File: src/design/irpd_pkg.sv
// Shared types, constants and packet framing for the IR pad transmitter.
package irpd_pkg;

    localparam int unsigned WORD_BITS = 16;

    typedef logic [WORD_BITS-1:0] word_t;
    typedef logic [5:0]           bits_t;
    typedef logic [15:0]          gap_t;

    // Command codes on s_cmd
    localparam logic CMD_TICK   = 1'b0;
    localparam logic CMD_UPDATE = 1'b1;

    // Configuration register indexes
    localparam logic [3:0] REG_START_GAP = 4'd0;
    localparam logic [3:0] REG_ZERO_GAP  = 4'd1;
    localparam logic [3:0] REG_ONE_GAP   = 4'd2;
    localparam logic [3:0] REG_STOP_GAP  = 4'd3;

    // Register reset values (tenths of the nominal tick counts)
    localparam gap_t START_GAP_RST = gap_t'(2815 / 10);
    localparam gap_t ZERO_GAP_RST  = gap_t'(1023 / 10);
    localparam gap_t ONE_GAP_RST   = gap_t'(1919 / 10);
    localparam gap_t STOP_GAP_RST  = gap_t'(5503 / 10);

    // Bit counter codes: full word at packet start, stop phase marker
    localparam bits_t BITS_FULL = bits_t'(WORD_BITS);
    localparam bits_t STOP_MARK = 6'd63;

    localparam word_t PLAYER_ONE_BIT = word_t'(1 << 6);

    // Build the packet: player bit, then XOR of the upper nibbles into the low nibble
    function automatic word_t frame_word(input word_t buttons, input logic first_player);
        word_t w;
        logic [3:0] chk;
        w   = buttons | (first_player ? PLAYER_ONE_BIT : '0);
        chk = w[15:12] ^ w[11:8] ^ w[7:4];
        return w | {12'b0, chk};
    endfunction

endpackage

File: src/design/ir_pad_pulse_distance_tx.sv
// Top level of the pulse-distance IR gamepad transmitter.
//
//  Channel   Direction  Ports                                         Moves
//  s_        in         s_cmd, s_first_player, s_buttons              tick or update request
//  m_        out        m_irq_pulse, m_packet_dropped, m_queue_level  one result per request
//  cfg_      in         cfg_index, cfg_wdata                          gap register write
//
// One request per cycle while s_ready is high: each request updates the FIFO and
// transmitter state in the cycle it is accepted and its result is registered at the same edge.
// s_ready is high whenever the result register is empty or being drained.
// The packet word is read from the FIFO array at the pop edge and used from that
// registered read port until the first bit gap shifts it into the shift register.
// Reset (aresetn low, synchronous) empties the FIFO and idles the transmitter; no
// clearing pass is needed. cfg_ready is always high.
module ir_pad_pulse_distance_tx
    import irpd_pkg::*;
#(
    parameter int unsigned FIFO_DEPTH = 16,
    localparam int unsigned CNT_W = $clog2(FIFO_DEPTH + 1)
) (
    input  logic             aclk,
    input  logic             aresetn,

    input  logic             s_valid,
    output logic             s_ready,
    input  logic             s_cmd,
    input  logic             s_first_player,
    input  logic [15:0]      s_buttons,

    output logic             m_valid,
    input  logic             m_ready,
    output logic             m_irq_pulse,
    output logic             m_packet_dropped,
    output logic [CNT_W-1:0] m_queue_level,

    input  logic             cfg_valid,
    output logic             cfg_ready,
    input  logic [3:0]       cfg_index,
    input  logic [15:0]      cfg_wdata
);

    // Gap registers
    gap_t start_gap_reg, zero_gap_reg, one_gap_reg, stop_gap_reg;

    // Transmitter state
    logic  sending_reg, sending_next;
    bits_t bits_left_reg, bits_left_next;
    gap_t  gap_timer_reg, gap_timer_next;
    word_t shift_word_reg, shift_word_next;
    logic  from_fifo_reg, from_fifo_next;

    // Result register
    logic             m_valid_reg;
    logic             irq_reg, irq_next;
    logic             dropped_reg, dropped_next;
    logic [CNT_W-1:0] level_reg, level_next;

    // FIFO hookup
    logic             push, pop;
    word_t            fifo_rd;
    logic [CNT_W-1:0] fifo_count;
    logic             fifo_full, fifo_empty;
    word_t            cur_word;
    logic             accept;

    irpd_fifo #(.FIFO_DEPTH(FIFO_DEPTH)) u_fifo (
        .aclk      (aclk),
        .aresetn   (aresetn),
        .push      (push),
        .push_data (frame_word(s_buttons, s_first_player)),
        .pop       (pop),
        .rd_data   (fifo_rd),
        .count     (fifo_count),
        .full      (fifo_full),
        .empty     (fifo_empty)
    );

    assign s_ready   = !m_valid_reg || m_ready;
    assign accept    = s_valid && s_ready;
    assign cfg_ready = 1'b1;

    // Word being sent: straight from the FIFO read port until the first shift
    assign cur_word = from_fifo_reg ? fifo_rd : shift_word_reg;

    // Request processing
    always_comb begin
        push            = 1'b0;
        pop             = 1'b0;
        irq_next        = 1'b0;
        dropped_next    = 1'b0;
        sending_next    = sending_reg;
        bits_left_next  = bits_left_reg;
        gap_timer_next  = gap_timer_reg;
        shift_word_next = shift_word_reg;
        from_fifo_next  = from_fifo_reg;
        if (accept) begin
            if (s_cmd == CMD_UPDATE) begin
                if (fifo_full) begin
                    dropped_next = 1'b1;
                end else begin
                    push = 1'b1;
                end
            end else if (!sending_reg) begin
                if (!fifo_empty) begin
                    pop            = 1'b1;
                    sending_next   = 1'b1;
                    bits_left_next = BITS_FULL;
                    gap_timer_next = start_gap_reg;
                    from_fifo_next = 1'b1;
                    irq_next       = 1'b1;
                end
            end else if (gap_timer_reg != '0) begin
                gap_timer_next = gap_timer_reg - 1'b1;
            end else begin
                irq_next = 1'b1;
                if (bits_left_reg == STOP_MARK) begin
                    sending_next   = 1'b0;
                    bits_left_next = '0;
                end else if (bits_left_reg != '0) begin
                    gap_timer_next  = cur_word[WORD_BITS-1] ? one_gap_reg : zero_gap_reg;
                    shift_word_next = {cur_word[WORD_BITS-2:0], 1'b0};
                    from_fifo_next  = 1'b0;
                    bits_left_next  = bits_left_reg - 1'b1;
                end else begin
                    gap_timer_next = stop_gap_reg;
                    bits_left_next = STOP_MARK;
                end
            end
        end
    end

    // Queue level after this request
    always_comb begin
        level_next = fifo_count;
        if (push) begin
            level_next = fifo_count + 1'b1;
        end else if (pop) begin
            level_next = fifo_count - 1'b1;
        end
    end

    // Transmitter state registers
    always_ff @(posedge aclk) begin
        if (!aresetn) begin
            sending_reg    <= 1'b0;
            bits_left_reg  <= '0;
            gap_timer_reg  <= '0;
            shift_word_reg <= '0;
            from_fifo_reg  <= 1'b0;
        end else begin
            sending_reg    <= sending_next;
            bits_left_reg  <= bits_left_next;
            gap_timer_reg  <= gap_timer_next;
            shift_word_reg <= shift_word_next;
            from_fifo_reg  <= from_fifo_next;
        end
    end

    // Configuration writes; unknown indexes are ignored
    always_ff @(posedge aclk) begin
        if (!aresetn) begin
            start_gap_reg <= START_GAP_RST;
            zero_gap_reg  <= ZERO_GAP_RST;
            one_gap_reg   <= ONE_GAP_RST;
            stop_gap_reg  <= STOP_GAP_RST;
        end else if (cfg_valid && cfg_ready) begin
            case (cfg_index)
                REG_START_GAP: start_gap_reg <= cfg_wdata;
                REG_ZERO_GAP:  zero_gap_reg  <= cfg_wdata;
                REG_ONE_GAP:   one_gap_reg   <= cfg_wdata;
                REG_STOP_GAP:  stop_gap_reg  <= cfg_wdata;
                default: ;
            endcase
        end
    end

    // Result register
    always_ff @(posedge aclk) begin
        if (!aresetn) begin
            m_valid_reg <= 1'b0;
        end else if (accept) begin
            m_valid_reg <= 1'b1;
        end else if (m_ready) begin
            m_valid_reg <= 1'b0;
        end
    end

    always_ff @(posedge aclk) begin
        if (accept) begin
            irq_reg     <= irq_next;
            dropped_reg <= dropped_next;
            level_reg   <= level_next;
        end
    end

    assign m_valid          = m_valid_reg;
    assign m_irq_pulse      = irq_reg;
    assign m_packet_dropped = dropped_reg;
    assign m_queue_level    = level_reg;

endmodule

File: src/design/irpd_fifo.sv
// Packet FIFO: register array, head/tail pointers, fill count, registered read on pop.
module irpd_fifo
    import irpd_pkg::*;
#(
    parameter int unsigned FIFO_DEPTH = 16,
    localparam int unsigned PTR_W = (FIFO_DEPTH > 1) ? $clog2(FIFO_DEPTH) : 1,
    localparam int unsigned CNT_W = $clog2(FIFO_DEPTH + 1)
) (
    input  logic             aclk,
    input  logic             aresetn,
    input  logic             push,
    input  word_t            push_data,
    input  logic             pop,
    output word_t            rd_data,
    output logic [CNT_W-1:0] count,
    output logic             full,
    output logic             empty
);

    word_t            mem [FIFO_DEPTH];
    word_t            rd_data_reg;
    logic [PTR_W-1:0] head_reg, head_next;
    logic [PTR_W-1:0] tail_reg, tail_next;
    logic [CNT_W-1:0] count_reg, count_next;

    // Pointer advance with wrap at the configured depth
    function automatic logic [PTR_W-1:0] advance(input logic [PTR_W-1:0] p);
        return (p == PTR_W'(FIFO_DEPTH - 1)) ? '0 : p + 1'b1;
    endfunction

    always_comb begin
        head_next  = pop  ? advance(head_reg) : head_reg;
        tail_next  = push ? advance(tail_reg) : tail_reg;
        count_next = count_reg;
        if (push && !pop) begin
            count_next = count_reg + 1'b1;
        end else if (pop && !push) begin
            count_next = count_reg - 1'b1;
        end
    end

    always_ff @(posedge aclk) begin
        if (!aresetn) begin
            head_reg  <= '0;
            tail_reg  <= '0;
            count_reg <= '0;
        end else begin
            head_reg  <= head_next;
            tail_reg  <= tail_next;
            count_reg <= count_next;
        end
    end

    // Storage: one write port, one registered read port
    always_ff @(posedge aclk) begin
        if (push) begin
            mem[tail_reg] <= push_data;
        end
        if (pop) begin
            rd_data_reg <= mem[head_reg];
        end
    end

    assign rd_data = rd_data_reg;
    assign count   = count_reg;
    assign full    = (count_reg == CNT_W'(FIFO_DEPTH));
    assign empty   = (count_reg == '0);

endmodule

File: config.mk
export PLATFORM = sky130hd
export DESIGN_NAME = ir_pad_pulse_distance_tx
export DESIGN_NICKNAME = d
export VERILOG_FILES = /design/src/design/irpd_pkg.sv /design/src/design/ir_pad_pulse_distance_tx.sv /design/src/design/irpd_fifo.sv
export SDC_FILE = /design/constraint.sdc
export NUM_CORES = 1
export LEC_CHECK = 0
export BUFFER_PORTS_ARGS = -buffer_cell sky130_fd_sc_hd__buf_4
export CAP_MARGIN = 10
export CORE_ASPECT_RATIO = 0.9
export CORE_UTILIZATION = 59
export CTS_CLUSTER_DIAMETER = 100
export DETAILED_ROUTE_END_ITERATION = 8
export PLACE_DENSITY = 0.81
export SLEW_MARGIN = 25
export SYNTH_ARGS = -nofsm -noshare
export SYNTH_HDL_FRONTEND = slang
export SYNTH_SLANG_ARGS = --single-unit
File: constraint.sdc
create_clock -name aclk -period 3.9 [get_ports aclk]
set_input_delay 0 -clock aclk [delete_from_list [all_inputs] [get_ports aclk]]
set_output_delay 0 -clock aclk [all_outputs]
set_load 0.05 [all_outputs]
# [Word-level counts from Yosys, hierarchy flattened]
# Memories as Yosys holds them, arrays and structs flattened. A register that Yosys moved wholly into a read port is not among the register bits.
# Cells that the tools add are included.
[classes] div_mod_pow=0 n_eq_ne=12 n_reduce_logical=22 muxes=41 n_addsub=6 order_cmp=0 shifts=0 n_mul=0 bitwise=7
[ops] op="$mux 16" count=7
[ops] op="$mux 6" count=5
[ops] op="$mux 1" count=22
[ops] op="$mux 5" count=4
[ops] op="$or 16x4->16" count=1
[ops] op="$or 16x7->16" count=1
[ops] op="$reduce_bool 16->1" count=1
[ops] op="$sub 16x1->16 const B" count=1
[ops] op="$reduce_and 6->1" count=2
[ops] op="$reduce_and 2->1" count=5
[ops] op="$add 4x1->4 const B" count=2
[ops] op="$eq 4x2->1 const B" count=2
[ops] op="$eq 4x4->1 const B" count=2
[ops] op="$mux 4" count=2
[ops] op="$reduce_and 4->1" count=2
[ops] op="$xor 4x4->4" count=2
[ops] op="$mux 7" count=1
[ops] op="$eq 6x6->1 const B" count=1
[ops] op="$ne 2x2->1 const B" count=3
[ops] op="$reduce_bool 6->1" count=1
[ops] op="$sub 6x1->6 const B" count=1
[ops] op="$add 5x1->5 const B" count=1
[ops] op="$eq 5x5->1 const B" count=1
[ops] op="$logic_not 5->1" count=1
[ops] op="10 further kinds" count=17
[totals] mem_count=1 latchBits=0 ff_bits=124 output_inout_bits=10 romBits=0 wordCells=105 ram_bits=256
[mem_list] name="u_fifo.mem" words=16 word_bits=16 read_ports=1 rd_ports_with_merged_regs=1 write_ports=1 line_no="irpd_fifo.sv:20" text="word_t mem [FIFO_DEPTH];"

# [Depth between registers and ports, before layout]
[depth] depth_word=8 ltp_mapped=12 depth_no_buf=9

# [Modules after synthesis]
# From an unflattened synthesis, not the netlist that was laid out.
[hier_totals] cells_unflattened=1191 area_unflattened_um2=16547.1
[modules_own_cells] mod="irpd_fifo" cells_per_inst=515 seq_area_each_um2=8428.1 n_inst=1 area_each_um2=10938.0
[modules_own_cells] mod="ir_pad_pulse_distance_tx" cells_per_inst=676 seq_area_each_um2=2292.2 n_inst=1 area_each_um2=5609.1

# [Worst setup path after synthesis]
# Ideal clock, no wire load.
[synth_path] path_kind="register to register" startpoint="reg m_valid_reg (netlist: m_valid)" endpoint="mem u_fifo.mem[0][0] in the netlist's numbering (enable)" period_less_slack_ps=3518 setup_ps=409 slack_ps=382 arrival_ps=3108 path_stages_with_launch=7 required_ps=3491 path_cell_list="dfxtp_1 nand2b_1 nand3_1 a21oi_1 clkbuf_1 nand2_1 nor3_1"
[synth_between] elab_chain_cells=6
[synth_lines] item="start, declared" line_no="ir_pad_pulse_distance_tx.sv:53" text="logic m_valid_reg;"
[synth_lines] item="start signal, assigned" line_no="ir_pad_pulse_distance_tx.sv:180" text="m_valid_reg <= 1'b0;"
[synth_lines] item="start signal, assigned" line_no="ir_pad_pulse_distance_tx.sv:182" text="m_valid_reg <= 1'b1;"
[synth_lines] item="start signal, assigned" line_no="ir_pad_pulse_distance_tx.sv:184" text="m_valid_reg <= 1'b0;"
[synth_lines] item="$logic_not 1->1" line_no="ir_pad_pulse_distance_tx.sv:78" text="assign s_ready = !m_valid_reg || m_ready;"
[synth_lines] item="$logic_or 1x1->1" line_no="ir_pad_pulse_distance_tx.sv:78"
[synth_lines] item="via s_ready" line_no="ir_pad_pulse_distance_tx.sv:25" text="output logic s_ready,"
[synth_lines] item="$logic_and 1x1->1" line_no="ir_pad_pulse_distance_tx.sv:79" text="assign accept = s_valid && s_ready;"
[synth_lines] item="$mux 1" line_no="ir_pad_pulse_distance_tx.sv:96" text="if (accept) begin"
[synth_lines] item="via push" line_no="ir_pad_pulse_distance_tx.sv:59" text="logic push, pop;"
[synth_lines] item="$mux 1" line_no="irpd_fifo.sv:56" text="if (push) begin"
[synth_lines] item="$mux 1 (not written as such)" line_no="irpd_fifo.sv:57" text="mem[tail_reg] <= push_data;"
[synth_lines] item="end, declared" line_no="irpd_fifo.sv:20"
# The timed path passes the listed nets, and every way through them passes these cells.

# [Worst setup path after layout]
[layout_path] startpoint="reg u_fifo.count_reg[0] (netlist: u_fifo.count[0])" endpoint="mem u_fifo.mem[9][2] in the netlist's numbering (enable)"
[layout_between] elab_chain_cells=6
[layout_lines] item="start, declared" line_no="irpd_fifo.sv:24" text="logic [CNT_W-1:0] count_reg, count_next;"
[layout_lines] item="start signal, assigned" line_no="irpd_fifo.sv:50" text="count_reg <= count_next;"
[layout_lines] item="$eq 5x5->1" line_no="irpd_fifo.sv:66" text="assign full = (count_reg == CNT_W'(FIFO_DEPTH));"
[layout_lines] item="$mux 1" line_no="ir_pad_pulse_distance_tx.sv:98" text="if (fifo_full) begin"
[layout_lines] item="$mux 1" line_no="ir_pad_pulse_distance_tx.sv:97" text="if (s_cmd == CMD_UPDATE) begin"
[layout_lines] item="$mux 1" line_no="ir_pad_pulse_distance_tx.sv:96"
[layout_lines] item="$mux 1" line_no="irpd_fifo.sv:56"
[layout_lines] item="$mux 1 (not written as such)" line_no="irpd_fifo.sv:57"
# No other way between the ends.

==> flow_metrics.py <==
metrics = {
    "run_status": {
        "status": "finished clean",
    },
    "pwr": {
        "p_seq_share_pct": 46.6,
        "internal_power_mw": 7.52,
        "irDropWorstVdd_mv": 0.424,
        "power.share.combinational_pct": 19.2,
        "swShare_pct": 28.2,
        "p_clk_share_pct": 34.2,
        "switching_power_mw": 2.96,
        "finalPower_mw": 10.5,
        "powerDensity_mw_per_mm2": 556,
        "power.leakage_nw": 6.48,
    },
    "clock_tree": {
        "clock_latency_ps": 560,
        "h-tree-depth": 2,
        "cts.hold.buffers_added": 38,
        "cts_buffers": 39,
        "clock-sinks": 396,
        "cts_setup_buffers": 0,
        "clk_path_buf_depth": 3,
        "cts_resized": 0,
        "clock-root-buffer": "clkbuf_16",
        "clkTransAtPathRegs_ps": 70,
        "cts_tree": "done",
    },
    "global_routing": {
        "groute.layer.met2.usage_pct": 44.7,
        "overflow": 0,
        "grt_pass1_wl_mm": 57.7,
        "grt_pass1_vias": 10000,
        "grt_max_degree": 119,
        "grt.total_usage_pct": 27.3,
        "busiest_layer": "met2",
        "met1_usage_pct": 36.9,
        "use_met3_pct": 5.52,
        "grt_antenna_before_repair": 1,
    },
    "floorplan": {
        "rows": 57,
        "start_util_pct": 60.4,
        "die_w_microns": 178,
        "dieHeight_microns": 160,
        "pin_count": 53,
        "coreArea_sq_mm": 0.0272,
        "die-area_sq_mm": 0.0285,
    },
    "drt": {
        "route.detailed.wl_per_inst_microns": 23.3,
        "drtIter0Drc": 1135,
        "vias": 10100,
        "detail_route.first_pass.iterations": 5,
        "drc": 0,
        "vias_per_cell": 6.24,
        "final_antenna_net_count": 0,
        "drt-total-wl_mm": 37.8,
    },
    "sta": {
        "min_period_ps": 3020,
        "timing.hold.ws_ps": 187,
        "rsz0062_at_grt": "false",
        "fin_crit_sh_pct": 77.5,
        "fin_setup_tns_ps": 0,
        "slew_headroom_pct": 34.8,
        "finClkSkew_ps": 50.7,
        "finalHoldViolCount": 0,
        "setup_viol": 0,
        "max_freq_mhz": 331,
        "fin_ws_ps": 877,
        "slew_violations": 0,
        "worst_pin_slew_ps": 976,
    },
    "job": {
        "cap_violations": 0,
    },
    "place": {
        "dp_hpwl_mm": 22.3,
        "dp_slack_ps": 906,
        "portBuffers": 51,
        "globalplace.congestion": 0.886,
        "placedCellCount": 1515,
    },
    "synthesis": {
        "yosysTopAreaCellShare_pct": 51.1,
        "synth.area.top_cells": "edfxtp_1 51%, dfxtp_1 14%, mux4_2 11%",
        "avgSynthCellArea_sq_um": 14.3,
        "synth_edf_count": 279,
        "syn_area_sq_mm": 0.0164,
        "synth_cells": 1150,
        "ys_ff_latch": 396,
        "yosys_warnings": 0,
        "async_flop_share_pct": 0,
        "synth_common_cells": "279 x edfxtp_1, 172 x nand2_1, 117 x dfxtp_1",
        "syn-num-nets": 1206,
        "synth_most_common_cell": "edfxtp_1",
        "synth_top_cell_by_area": "edfxtp_1",
        "ys_seq_area_share_pct": 65.3,
        "ys_types": 68,
        "synth_flop_cell": "edfxtp_1",
    },
    "layout": {
        "multiInputGateArea_sq_mm": 0.00540,
        "regArea_sq_mm": 0.0107,
        "drive_gt1_share_pct": 19.7,
        "n_fill_cell": 1717,
        "regMostFlops": "u_fifo.mem",
        "layout.cells.non_filler": 1624,
        "largest_reg_flops": 256,
        "antennaDiodeCount": 0,
        "syn_to_final_growth_pct": 14.9,
        "nets": 1297,
    },
    "worst_setup_path": {
        "crit_type": "flip-flop to flip-flop",
        "cp.arrival_ps": 3260,
        "cp.required_ps": 4140,
        "endpoint_kind": "flip-flop",
        "cp_num_buf_inv": 2,
        "crit_chain": "inv_1 -> ha_1 -> nor3b_1 -> a21oi_1 -> nand2_1 -> nor2_2 -> buf_4",
        "cpPeakStageDelay_ps": 640,
        "crit_path_max_fanout": 9,
        "path_delay_family": "simple AND/OR/NAND/NOR gates",
        "cp-start-kind": "flip-flop",
        "slowest_stage": "nor2_2",
    },
    "worst_hold_path": {
        "hold_path_class": "primary input to flip-flop",
    },
}
## area by class of cell
| cell class | count | area share [%] |
|---|---|---|
| sequential | 396 | 56.9 |
| multi-input combinational | 668 | 28.6 |
| timing repair buffer | 119 | 5.41 |
| clock buffer | 50 | 5.40 |
| tap | 354 | 2.35 |
| clock inverter | 20 | 0.976 |
| inverter | 17 | 0.338 |
## worst paths after layout
path | end | slack [ps] | cells after the start | start
setup / recovery | u_fifo.mem[9][2] | 880 | 7 | u_fifo.count[0]
hold / removal | u_fifo.mem[2][0] | 190 | 2 | s_buttons[0]
setup reg to reg | u_fifo.mem[9][2] | 880 | 7 | u_fifo.count[0]
hold reg to reg | start_gap_reg[12] | 460 | 2 | start_gap_reg[12]
## stage by stage
| stage | utilization (%) | instance area [sq um] |
|---|---|---|
| global placement | 63.5 | 17200 |
| CTS | 69.3 | 18800 |
| global route | 69.4 | 18900 |
| floorplan | - | 16400 |
| finish | 69.4 | 18900 |
| detailed placement | 63.5 | 17300 |
## layer usage
metal  vias up  part of all wire [%]
li1       4526                     -
met1      5051                    41
met2       479                    49
met3        79                   7.7
met4         2                   2.8
met5         -                 0.034
## cell usage in the layout, fill, tap and decap left out, types with 11 or more instances in the layout
cell	instances
clkbuf_16	39
clkbuf_1	11
a21boi_0	52
nand3_1	30
ha_1	13
buf_4	77
inv_1	15
a21oi_1	33
mux4_2	80
dfxtp_1	114
dlygate4sd3_1	39
nand2b_1	11
xnor2_1	12
edfxtp_1	279
nor2_1	37
nor3_1	12
nand2_1	172
nor2_2	13
o21ai_0	35
o211a_1	15
mux2i_1	31
## power groups by stage
stage | clock [mW] | combinational, mW | sequential, mW
final | 3.59 | 2.01 | 4.88
after global placement | 0 | 1.91 | 4.96
after detailed placement | 0 | 1.95 | 4.96
after floorplan | 0 | 1.47 | 4.95
after global routing | 3.79 | 2.19 | 4.90
after CTS | 3.62 | 2.00 | 4.88
## cells by family after synthesis
family | after synthesis | share of synthesized area, %
adders and majority gates | 13 | 0.991
DFF | 396 | 65.3
muxes | 113 | 13.0
buffers and inverters | 86 | 2.17
xor gates and xnor gates | 20 | 1.07
and+or+nand+nor | 331 | 9.27
AOI/OAI and AO/OA | 190 | 8.11
other | 1 | 0.0229
Note: power is estimated with default switching activity, not from simulation.
